`src/hdl/mvpm_pkg.sv`:
```
// ----------------------------------------------------------------------------
// mvpm_pkg
// Shared types and constants for the matrix-vector product block with
// running maximum over row sums.
// ----------------------------------------------------------------------------
`default_nettype none

package mvpm_pkg;

    // default store depth and fixed field widths
    localparam int MAX_DIM_DEF = 1024;
    localparam int CFG_W       = 11;
    localparam int IDX_W       = 10;
    localparam int VAL_W       = 16;
    localparam int PROD_W      = 2 * VAL_W;
    localparam int ACC_W       = 48;
    localparam int ADDR_W      = 3;
    localparam int DATA_W      = 32;

    // register reset values
    localparam logic [CFG_W-1:0] DIM_RST = CFG_W'(1024);

    // register indexes (taken from paddr bit 2)
    localparam logic REG_COLS = 1'b0;
    localparam logic REG_ROWS = 1'b1;

    // operation codes of an input beat
    localparam logic OP_VEC_WR = 1'b0;
    localparam logic OP_MATRIX = 1'b1;

    // controller states
    typedef enum logic [1:0] {
        ST_IDLE,
        ST_MUL,
        ST_ACC,
        ST_ROW
    } t_state;

    // controller to datapath commands
    typedef struct packed {
        logic wr_vec;
        logic load;
        logic mul;
        logic acc;
        logic emit;
    } t_dp_cmd;

    // datapath to controller status
    typedef struct packed {
        logic row_end;
        logic out_free;
    } t_dp_sts;

endpackage

`default_nettype wire

```
`src/hdl/mvpm_ctrl.sv`:
```
// ----------------------------------------------------------------------------
// mvpm_ctrl
// Controller: accepts input beats, sequences multiply, accumulate and
// row completion, and waits while the output register holds an untaken result.
// ----------------------------------------------------------------------------
`default_nettype none

module mvpm_ctrl (
    input  wire logic              i_clk,
    input  wire logic              i_rst_n,
    input  wire logic              i_in_valid,
    input  wire logic              i_operation,
    output logic                   o_in_stall,
    input  wire mvpm_pkg::t_dp_sts i_sts,
    output mvpm_pkg::t_dp_cmd      o_cmd
);
    import mvpm_pkg::*;

    t_state r_state;
    t_state n_state;
    logic   accept;

    // input is only taken while idle
    assign accept = i_in_valid && (r_state == ST_IDLE);

    // state register
    always_ff @(posedge i_clk) begin
        if (!i_rst_n) begin
            r_state <= ST_IDLE;
        end else begin
            r_state <= n_state;
        end
    end

    // next state and commands
    always_comb begin
        n_state    = r_state;
        o_cmd      = '0;
        o_in_stall = 1'b1;
        case (r_state)
            ST_IDLE: begin
                o_in_stall = 1'b0;
                if (accept) begin
                    if (i_operation == OP_MATRIX) begin
                        o_cmd.load = 1'b1;
                        n_state    = ST_MUL;
                    end else begin
                        o_cmd.wr_vec = 1'b1;
                    end
                end
            end
            ST_MUL: begin
                o_cmd.mul = 1'b1;
                n_state   = ST_ACC;
            end
            ST_ACC: begin
                o_cmd.acc = 1'b1;
                n_state   = i_sts.row_end ? ST_ROW : ST_IDLE;
            end
            ST_ROW: begin
                if (i_sts.out_free) begin
                    o_cmd.emit = 1'b1;
                    n_state    = ST_IDLE;
                end
            end
            default: begin
                n_state = ST_IDLE;
            end
        endcase
    end

endmodule

`default_nettype wire

```
`config.mk`:
```
export PLATFORM = sky130hd
export DESIGN_NAME = mvpm_ctrl
export DESIGN_NICKNAME = d
export VERILOG_FILES = /design/src/hdl/mvpm_pkg.sv /design/src/hdl/mvpm_ctrl.sv
export SDC_FILE = /design/constraint.sdc
export NUM_CORES = 1
export LEC_CHECK = 0
export BUFFER_PORTS_ARGS = -buffer_cell sky130_fd_sc_hd__buf_4
export CAP_MARGIN = 0
export CORE_AREA = 2 2 39 41
export CTS_BUF_LIST = sky130_fd_sc_hd__clkbuf_8
export DETAILED_ROUTE_END_ITERATION = 8
export DIE_AREA = 0 0 41 43
export PLACE_DENSITY = 0.32
export RECOVER_POWER = 50
export SYNTH_ARGS = -nofsm -noshare
export SYNTH_HDL_FRONTEND = slang
export SYNTH_SLANG_ARGS = --single-unit
```
`constraint.sdc`:
```
create_clock -name i_clk -period 2.2 [get_ports i_clk]
set_clock_uncertainty 0.2 [all_clocks]
set_input_delay 0.44 -clock i_clk [delete_from_list [all_inputs] [get_ports i_clk]]
set_output_delay 0.44 -clock i_clk [all_outputs]
set_load 0.03 [all_outputs]
```
==> out/metrics.yaml <==
global_route:
  grt_usage: 0.0521
  grt-ovfl-total: 0
  grt_pass1_wl_um: 538
  antenna_found_initial: 0
  grt_start_max_net_pins: 9
  grt_pass1_vias: 148
synthesis:
  synthFlopType: "dfxtp_1"
  synth_area_leader_cell: "dfxtp_1"
  async_flop_share: 0
  ys_types: 10
  ys_seq_elements: 2
  synthTopCellsByCount: "4 x nand2_1, 2 x dfxtp_1, 2 x nor2b_1"
  synthCells: 15
  avgSynthCellArea_um2: 8.68
  synth-edff-count: 0
  synth_area_leaders: "dfxtp_1 31%, nand2_1 12%, and4bb_2 9.6%, nor2b_1 9.6%, nor3b_2 9.6%"
  synth.most_common_cell: "nand2_1"
  synth.net_count: 21
  yosys_warnings: 0
  yosys.area.top_type_share: 0.308
  ys_seq_area_frac: 0.308
  netlist_area_um2: 130
final_layout:
  final_area_um2: 264
  largest-register: "r_state"
  drive_above_1_share: 0.483
  diodes: 0
  fillers: 158
  largest_reg_flops: 2
  syn2layout_area_growth_pct: 103
  fin_nets: 37
  top_regs: "r_state: 2 flops"
setup_path:
  cp_cell_sequence: "or2_1, nor3b_2, buf_4"
  cp.required_ns: 1.56
  slowest_delay_ns: 0.35
  worstSetupPathType: "reg2out"
  critPathMaxFanout: 7
  startpoint_type: "register"
  cp_slowest_cell: "dfxtp_1"
  critical_path_arrival_ns: 1.18
  crit_path_end_kind: "output pin"
floorplan:
  num_rows: 14
  coreArea_um2: 1380
  dieArea_um2: 1760
  initial_core_util: 0.0940
  io_pins: 12
  die_y_um: 43
  die_w_um: 41
timing:
  rsz0062_at_grt: "false"
  hold_violations: 0
  period_share: 0.828
  maxSlewViolCount: 0
  fin_tns_setup_ns: 0
  period_needed_ns: 1.82
  worst_pin_slew_ns: 0.378
  slew_headroom: 0.749
  fmax_mhz: 549
  setup_violations: 0
clock_network:
  cts.sink_count: 2
  cts_buffers: 3
  root_buffer: "clkbuf_8"
  hold_buffers: 0
  insertion_delay_ns: 0.21
  cts.path.max_buffers: 2
  htreeDepth: 1
  post-cts-setup-buffers: 0
  cts_resized: 0
  cts_tree: "done"
  path_clk_slew_ns: 0.03
route:
  routed-via-count: 171
  wl_per_cell_um: 9.02
  drt_iter0_markers: 1
  vias_per_cell: 3.80
  ant_nets: 0
  route.detailed.drc: 0
  routed_wl_um: 406
  drtPass1Iterations: 4
placed_design:
  numPortBuffers: 11
  gp_congestion: 0.594
  placed_area_um2: 233
power:
  p_leak_uw: 0.000122
  peakVddDrop_v: 0.000290
  p_per_area_nw_per_um2: 843
outcome:
  outcome: "finished, final reports clean"
job:
  drv_cap: 0
min_path:
  hold_path_class: "in2reg"
per-stage QoR:
step	util	total power, uW	setup WS, ns	hold WS [ns]	std cells
CTS	0.198	231	0.363	0.235	45
global route	0.191	233	0.323	0.250	45
global placement	0.168	84.0	0.606	0.327	42
detailed placement	0.168	83.6	0.588	0.328	42
finish	0.191	222	0.379	0.241	45
floorplan	-	64.2	0.365	0.285	15
critical path: cells and delay by family (launching register included):
kind	cells	cell delay (ns)
buffers and inverters	1	0.18
flip-flops	1	0.35
AND/OR/NAND/NOR	2	0.45
final cells by class:
cell class	count	area, um2	area share
timing repair buffer	11	75.1	0.284
sequential	2	40.0	0.152
tap	16	20.0	0.0758
multi-input combinational	13	87.6	0.332
clock buffer	3	41.3	0.156
placed cells by master, fill, tap and decap left out:
| master | count |
|---|---|
| buf_4 | 9 |
| nand2_1 | 4 |
| nor2b_1 | 3 |
| clkbuf_8 | 3 |
| clkbuf_1 | 2 |
| dfxtp_1 | 2 |
| or2_1 | 1 |
| and4bb_2 | 1 |
| and3_1 | 1 |
| nor3b_2 | 1 |
| o2111ai_1 | 1 |
| a22oi_1 | 1 |
metal layers:
layer  wire length, um  global-route usage
met4                 7              0.0600
met5                 0                   0
met1               183              0.0479
met3                69              0.0524
met2               144              0.0563
cell families (layout without fill, tap and decap cells):
logic type | after synthesis | in the layout | synth area share
and+or+nand+nor | 11 | 11 | 0.567
AOI/OAI and AO/OA | 2 | 2 | 0.125
DFF | 2 | 2 | 0.308
buffers and inverters | 0 | 14 | 0
worst paths after layout:
kind         slack, ns    endpoint  cells past startpoint        from
max               0.38    o_cmd[4]                      3  r_state[1]
min               0.24  r_state[0]                      3     i_rst_n
max reg2reg       1.07  r_state[0]                      3  r_state[0]
min reg2reg       0.33  r_state[0]                      2  r_state[1]
where the power goes:
part	internal (uW)	switching [uW]
clock	115	26.1
sequential	38.6	3.21
combinational	17.5	21.6
(Power assumes the default switching activity.)
