**src/hdl/mvpm_pkg.sv**
```systemverilog
// ----------------------------------------------------------------------------
// mvpm_pkg
// Shared types and constants for the matrix-vector product block with
// running maximum over row sums.
// ----------------------------------------------------------------------------
`default_nettype none

package mvpm_pkg;

    // default store depth and fixed field widths
    localparam int MAX_DIM_DEF = 1024;
    localparam int CFG_W       = 11;
    localparam int IDX_W       = 10;
    localparam int VAL_W       = 16;
    localparam int PROD_W      = 2 * VAL_W;
    localparam int ACC_W       = 48;
    localparam int ADDR_W      = 3;
    localparam int DATA_W      = 32;

    // register reset values
    localparam logic [CFG_W-1:0] DIM_RST = CFG_W'(1024);

    // register indexes (taken from paddr bit 2)
    localparam logic REG_COLS = 1'b0;
    localparam logic REG_ROWS = 1'b1;

    // operation codes of an input beat
    localparam logic OP_VEC_WR = 1'b0;
    localparam logic OP_MATRIX = 1'b1;

    // controller states
    typedef enum logic [1:0] {
        ST_IDLE,
        ST_MUL,
        ST_ACC,
        ST_ROW
    } t_state;

    // controller to datapath commands
    typedef struct packed {
        logic wr_vec;
        logic load;
        logic mul;
        logic acc;
        logic emit;
    } t_dp_cmd;

    // datapath to controller status
    typedef struct packed {
        logic row_end;
        logic out_free;
    } t_dp_sts;

endpackage

`default_nettype wire

```
**src/hdl/mvpm_regs.sv**
```systemverilog
// ----------------------------------------------------------------------------
// mvpm_regs
// Configuration register file behind a simple APB-style port: column count
// and row count of the product.
// ----------------------------------------------------------------------------
`default_nettype none

module mvpm_regs (
    input  wire logic                         i_clk,
    input  wire logic                         i_rst_n,
    input  wire logic                         psel,
    input  wire logic                         penable,
    input  wire logic                         pwrite,
    input  wire logic [mvpm_pkg::ADDR_W-1:0]  paddr,
    input  wire logic [mvpm_pkg::DATA_W-1:0]  pwdata,
    output logic      [mvpm_pkg::DATA_W-1:0]  prdata,
    output logic                              pready,
    output logic      [mvpm_pkg::CFG_W-1:0]   o_cols,
    output logic      [mvpm_pkg::CFG_W-1:0]   o_rows
);
    import mvpm_pkg::*;

    logic [CFG_W-1:0] r_cols;
    logic [CFG_W-1:0] r_rows;
    logic             wr_en;
    logic             reg_sel;

    assign pready  = 1'b1;
    assign wr_en   = psel && penable && pwrite;
    assign reg_sel = paddr[2];

    // register writes
    always_ff @(posedge i_clk) begin
        if (!i_rst_n) begin
            r_cols <= DIM_RST;
            r_rows <= DIM_RST;
        end else if (wr_en) begin
            case (reg_sel)
                REG_COLS: r_cols <= pwdata[CFG_W-1:0];
                REG_ROWS: r_rows <= pwdata[CFG_W-1:0];
                default:  r_cols <= r_cols;
            endcase
        end
    end

    // read mux
    always_comb begin
        case (reg_sel)
            REG_COLS: prdata = DATA_W'(r_cols);
            REG_ROWS: prdata = DATA_W'(r_rows);
            default:  prdata = '0;
        endcase
    end

    assign o_cols = r_cols;
    assign o_rows = r_rows;

endmodule

`default_nettype wire

```
**config.mk**
```make
export PLATFORM = sky130hd
export DESIGN_NAME = mvpm_regs
export DESIGN_NICKNAME = d
export VERILOG_FILES = /design/src/hdl/mvpm_pkg.sv /design/src/hdl/mvpm_regs.sv
export SDC_FILE = /design/constraint.sdc
export NUM_CORES = 1
export LEC_CHECK = 0
export ABC_AREA = 0
export ABC_CLOCK_PERIOD_IN_PS = 2200
export BUFFER_PORTS_ARGS = -buffer_cell sky130_fd_sc_hd__buf_4
export CORE_AREA = 5 5 59 82
export CTS_CLUSTER_DIAMETER = 100
export CTS_CLUSTER_SIZE = 10
export DETAILED_ROUTE_END_ITERATION = 12
export DIE_AREA = 0 0 64 87
export SLEW_MARGIN = 20
export SYNTH_ARGS = -nofsm -noshare
export SYNTH_HDL_FRONTEND = slang
export SYNTH_SLANG_ARGS = --single-unit
```
**constraint.sdc**
```tcl
create_clock -name i_clk -period 2.2 [get_ports i_clk]
set_clock_uncertainty 0.05 [all_clocks]
set_input_delay 0.44 -clock i_clk [delete_from_list [all_inputs] [get_ports i_clk]]
set_output_delay 0.44 -clock i_clk [all_outputs]
set_load 0.02 [all_outputs]
```
==> results.txt <==
Final setup viols -> 0
Layout Nets -> 206
Critical Path End -> prdata[2]
I/O pin cnt -> 95
Levels on crit path -> 3
Reg area -> 440 um^2
Min-Delay Path Class -> in2reg
Largest stage delay, worst path -> 0.36 ns
GRT overflow -> 0
Synth warn -> 0
DIE HEIGHT -> 87 um
Leak -> 0.856 nW
Syn Inst Count -> 120
CP startpoint kind -> primary input
CTS sink count -> 22
Relative slew slack -> 63.8%
Final Total Pwr -> 0.000841 W
Setup Fix Bufs, Post-CTS -> 0
ANT nets after route -> 0
Final period utilization -> 75.5%
FF-to-FF path depth -> 2
Actual slew at the worst max-slew pin -> 0.542 ns
Initial drt markers -> 16
Syn Area/Cell -> 9.75 um^2
Setup WS post-layout -> 0.538 ns
Initial Util -> 28.5%
Layout cell share with drive strength beyond 1 -> 40.0%
Layout overhead on the synthesized area -> 29.4%
Multi-input logic area -> 594 um^2
PostCTS Resize Cnt -> 0
Synthesized area -> 0.00117 mm^2
Final Critical Period -> 1.66 ns
DP Worst Slack -> 0.529 ns
Status -> completed
Post-Route Setup TNS -> 0 ns
DPL Wire Length -> 1.93 mm
WP data arrival -> 1.17 ns
Vias -> 883
Buf/Inv on CP -> 2
CP delay by family, top -> buffers and inverters
Core Region -> 0.00410 mm^2
Clk_lat worst skew -> 0.26 ns
Row cnt -> 28
Clock slew at reported path FFs -> 0.08 ns
Initial antenna violation count -> 0
RSZ-0062 raised after global routing -> false
Die width -> 64 um
DR vias/cell -> 4.20
Slowest-stage cell, CP -> mux2_2
Hold Buf Count CTS -> 0
Worst setup path startpoint -> paddr[2]
Netlist cell types -> 11
CP endpoint kind -> primary output
Fmax -> 0.602 GHz
Dpl cells -> 206
Reg2reg start -> o_rows[10]
Largest net degree at the start of global routing -> 34
Routed WL -> 2.59 mm
VDD IR max -> 0.275 mV
WL per Instance -> 12.3 um
CP most frequent cell -> buf_4
Residual DRC -> 0
Max Cap Violations -> 0
Final Util -> 36.9%
Placer Congestion -> 0.648
# diodes -> 0
Vias in the first global route -> 845
Total GRT Usage -> 9.30%
Die ar. -> 0.00557 mm^2
Finished Layout Cells -> 210
CTS buffer count -> 3
FF-to-FF End -> o_rows[10]
First-pass GRT wire length -> 4.05 mm
Root Driver -> clkbuf_8
Fillers -> 428
CTS tree -> done
DR pass1 iterations -> 2
Hold Vio Cnt, Final -> 0
Register bit count reported by yosys -> 22
CP Cell Sequence -> buf_4 > mux2_2 > buf_4
Count of input and output buffers -> 49
CP max FO -> 13
Worst path required time -> 1.71 ns
CTS H-tree depth -> 1
R2r setup slk -> 1.53 ns
CP Class -> in2out
Post-synthesis sequential area ratio -> 37.6%
Clock Tree Buf Depth -> 2
Pins over their slew limit -> 0
Power Density -> 556 mW/mm^2
==> synthesized netlist by cell type <==
cell type  instances  area [um^2]
nand2_1           30          113
mux2_2            11          124
nand4_2            1         12.5
conb_1             2         7.51
buf_2              3         15.0
nor2b_1            3         18.8
nand4b_4           1         23.8
buf_6              2         22.5
mux2i_1           22          220
dfxtp_1           22          440
buf_4             23          173
==> metrics by stage <==
step | cell area (um^2) | hold slack (ns)
global placement | 1460 | 0.414
detailed placement | 1460 | 0.420
CTS | 1510 | 0.398
floorplan | 1240 | 0.494
global route | 1510 | 0.417
finish | 1510 | 0.402
==> worst min-delay path: stages <==
cell and delay (ns):
buf_4 0.08, nand2_1 0.05, mux2i_1 0.11
==> metal layers <==
metal | part of all wire (%) | wire length, um | global-route usage (%)
met5 | 0 | 0 | 0
met4 | 1.5 | 40 | 5.10
met3 | 9.9 | 255 | 2.58
met2 | 51 | 1320 | 15.0
met1 | 37 | 969 | 11.0
==> worst min path at each step <==
| stage | from | to | slack [ns] | cells past startpoint |
|---|---|---|---|---|
| 5_1_grt | pwdata[10] | o_rows[10] | 0.42 | 3 |
| 2_1_floorplan | o_rows[0] | o_rows[0] | 0.49 | 2 |
| 4_1_cts | pwdata[0] | o_rows[0] | 0.40 | 3 |
| 3_3_place_gp | o_rows[2] | o_rows[2] | 0.41 | 2 |
| 3_5_place_dp | o_cols[9] | o_cols[9] | 0.42 | 2 |
| 6_report | pwdata[0] | o_cols[0] | 0.40 | 3 |
==> layout by cell type (no fill, tap or decap) <==
cell type,instances
mux2_2,11
conb_1,22
mux2i_1,22
nand4_2,1
nor2b_1,3
dfxtp_1,22
buf_4,49
clkbuf_8,4
nand2_1,30
nand4b_4,1
==> cell type report <==
class | instances | area share (%)
Clock buffer | 4 | 3.64
Tap cell | 45 | 3.72
Sequential cell | 22 | 29.1
Multi-Input combinational cell | 90 | 39.3
Timing Repair Buffer | 49 | 24.3
==> flip-flops by register name, indices dropped and copies added (netlist names) <==
signal and flops:
o_cols 11, o_rows 11
==> cell families (layout without fill, tap and decap cells) <==
family	count (synthesis)	in the layout	synth area share, %
other cells	2	22	0.642
mux	33	33	29.4
buf+inv	28	53	18.0
flops	22	22	37.6
simple gates	35	35	14.3
==> report_power, final <==
| part | switching (W) | internal, W |
|---|---|---|
| logic | 0.0000895 | 0.0000536 |
| clock network | 0.000126 | 0.000159 |
| registers | 0.00000612 | 0.000407 |
| total | 0.000222 | 0.000620 |
Power figures use the tool's default switching activity.
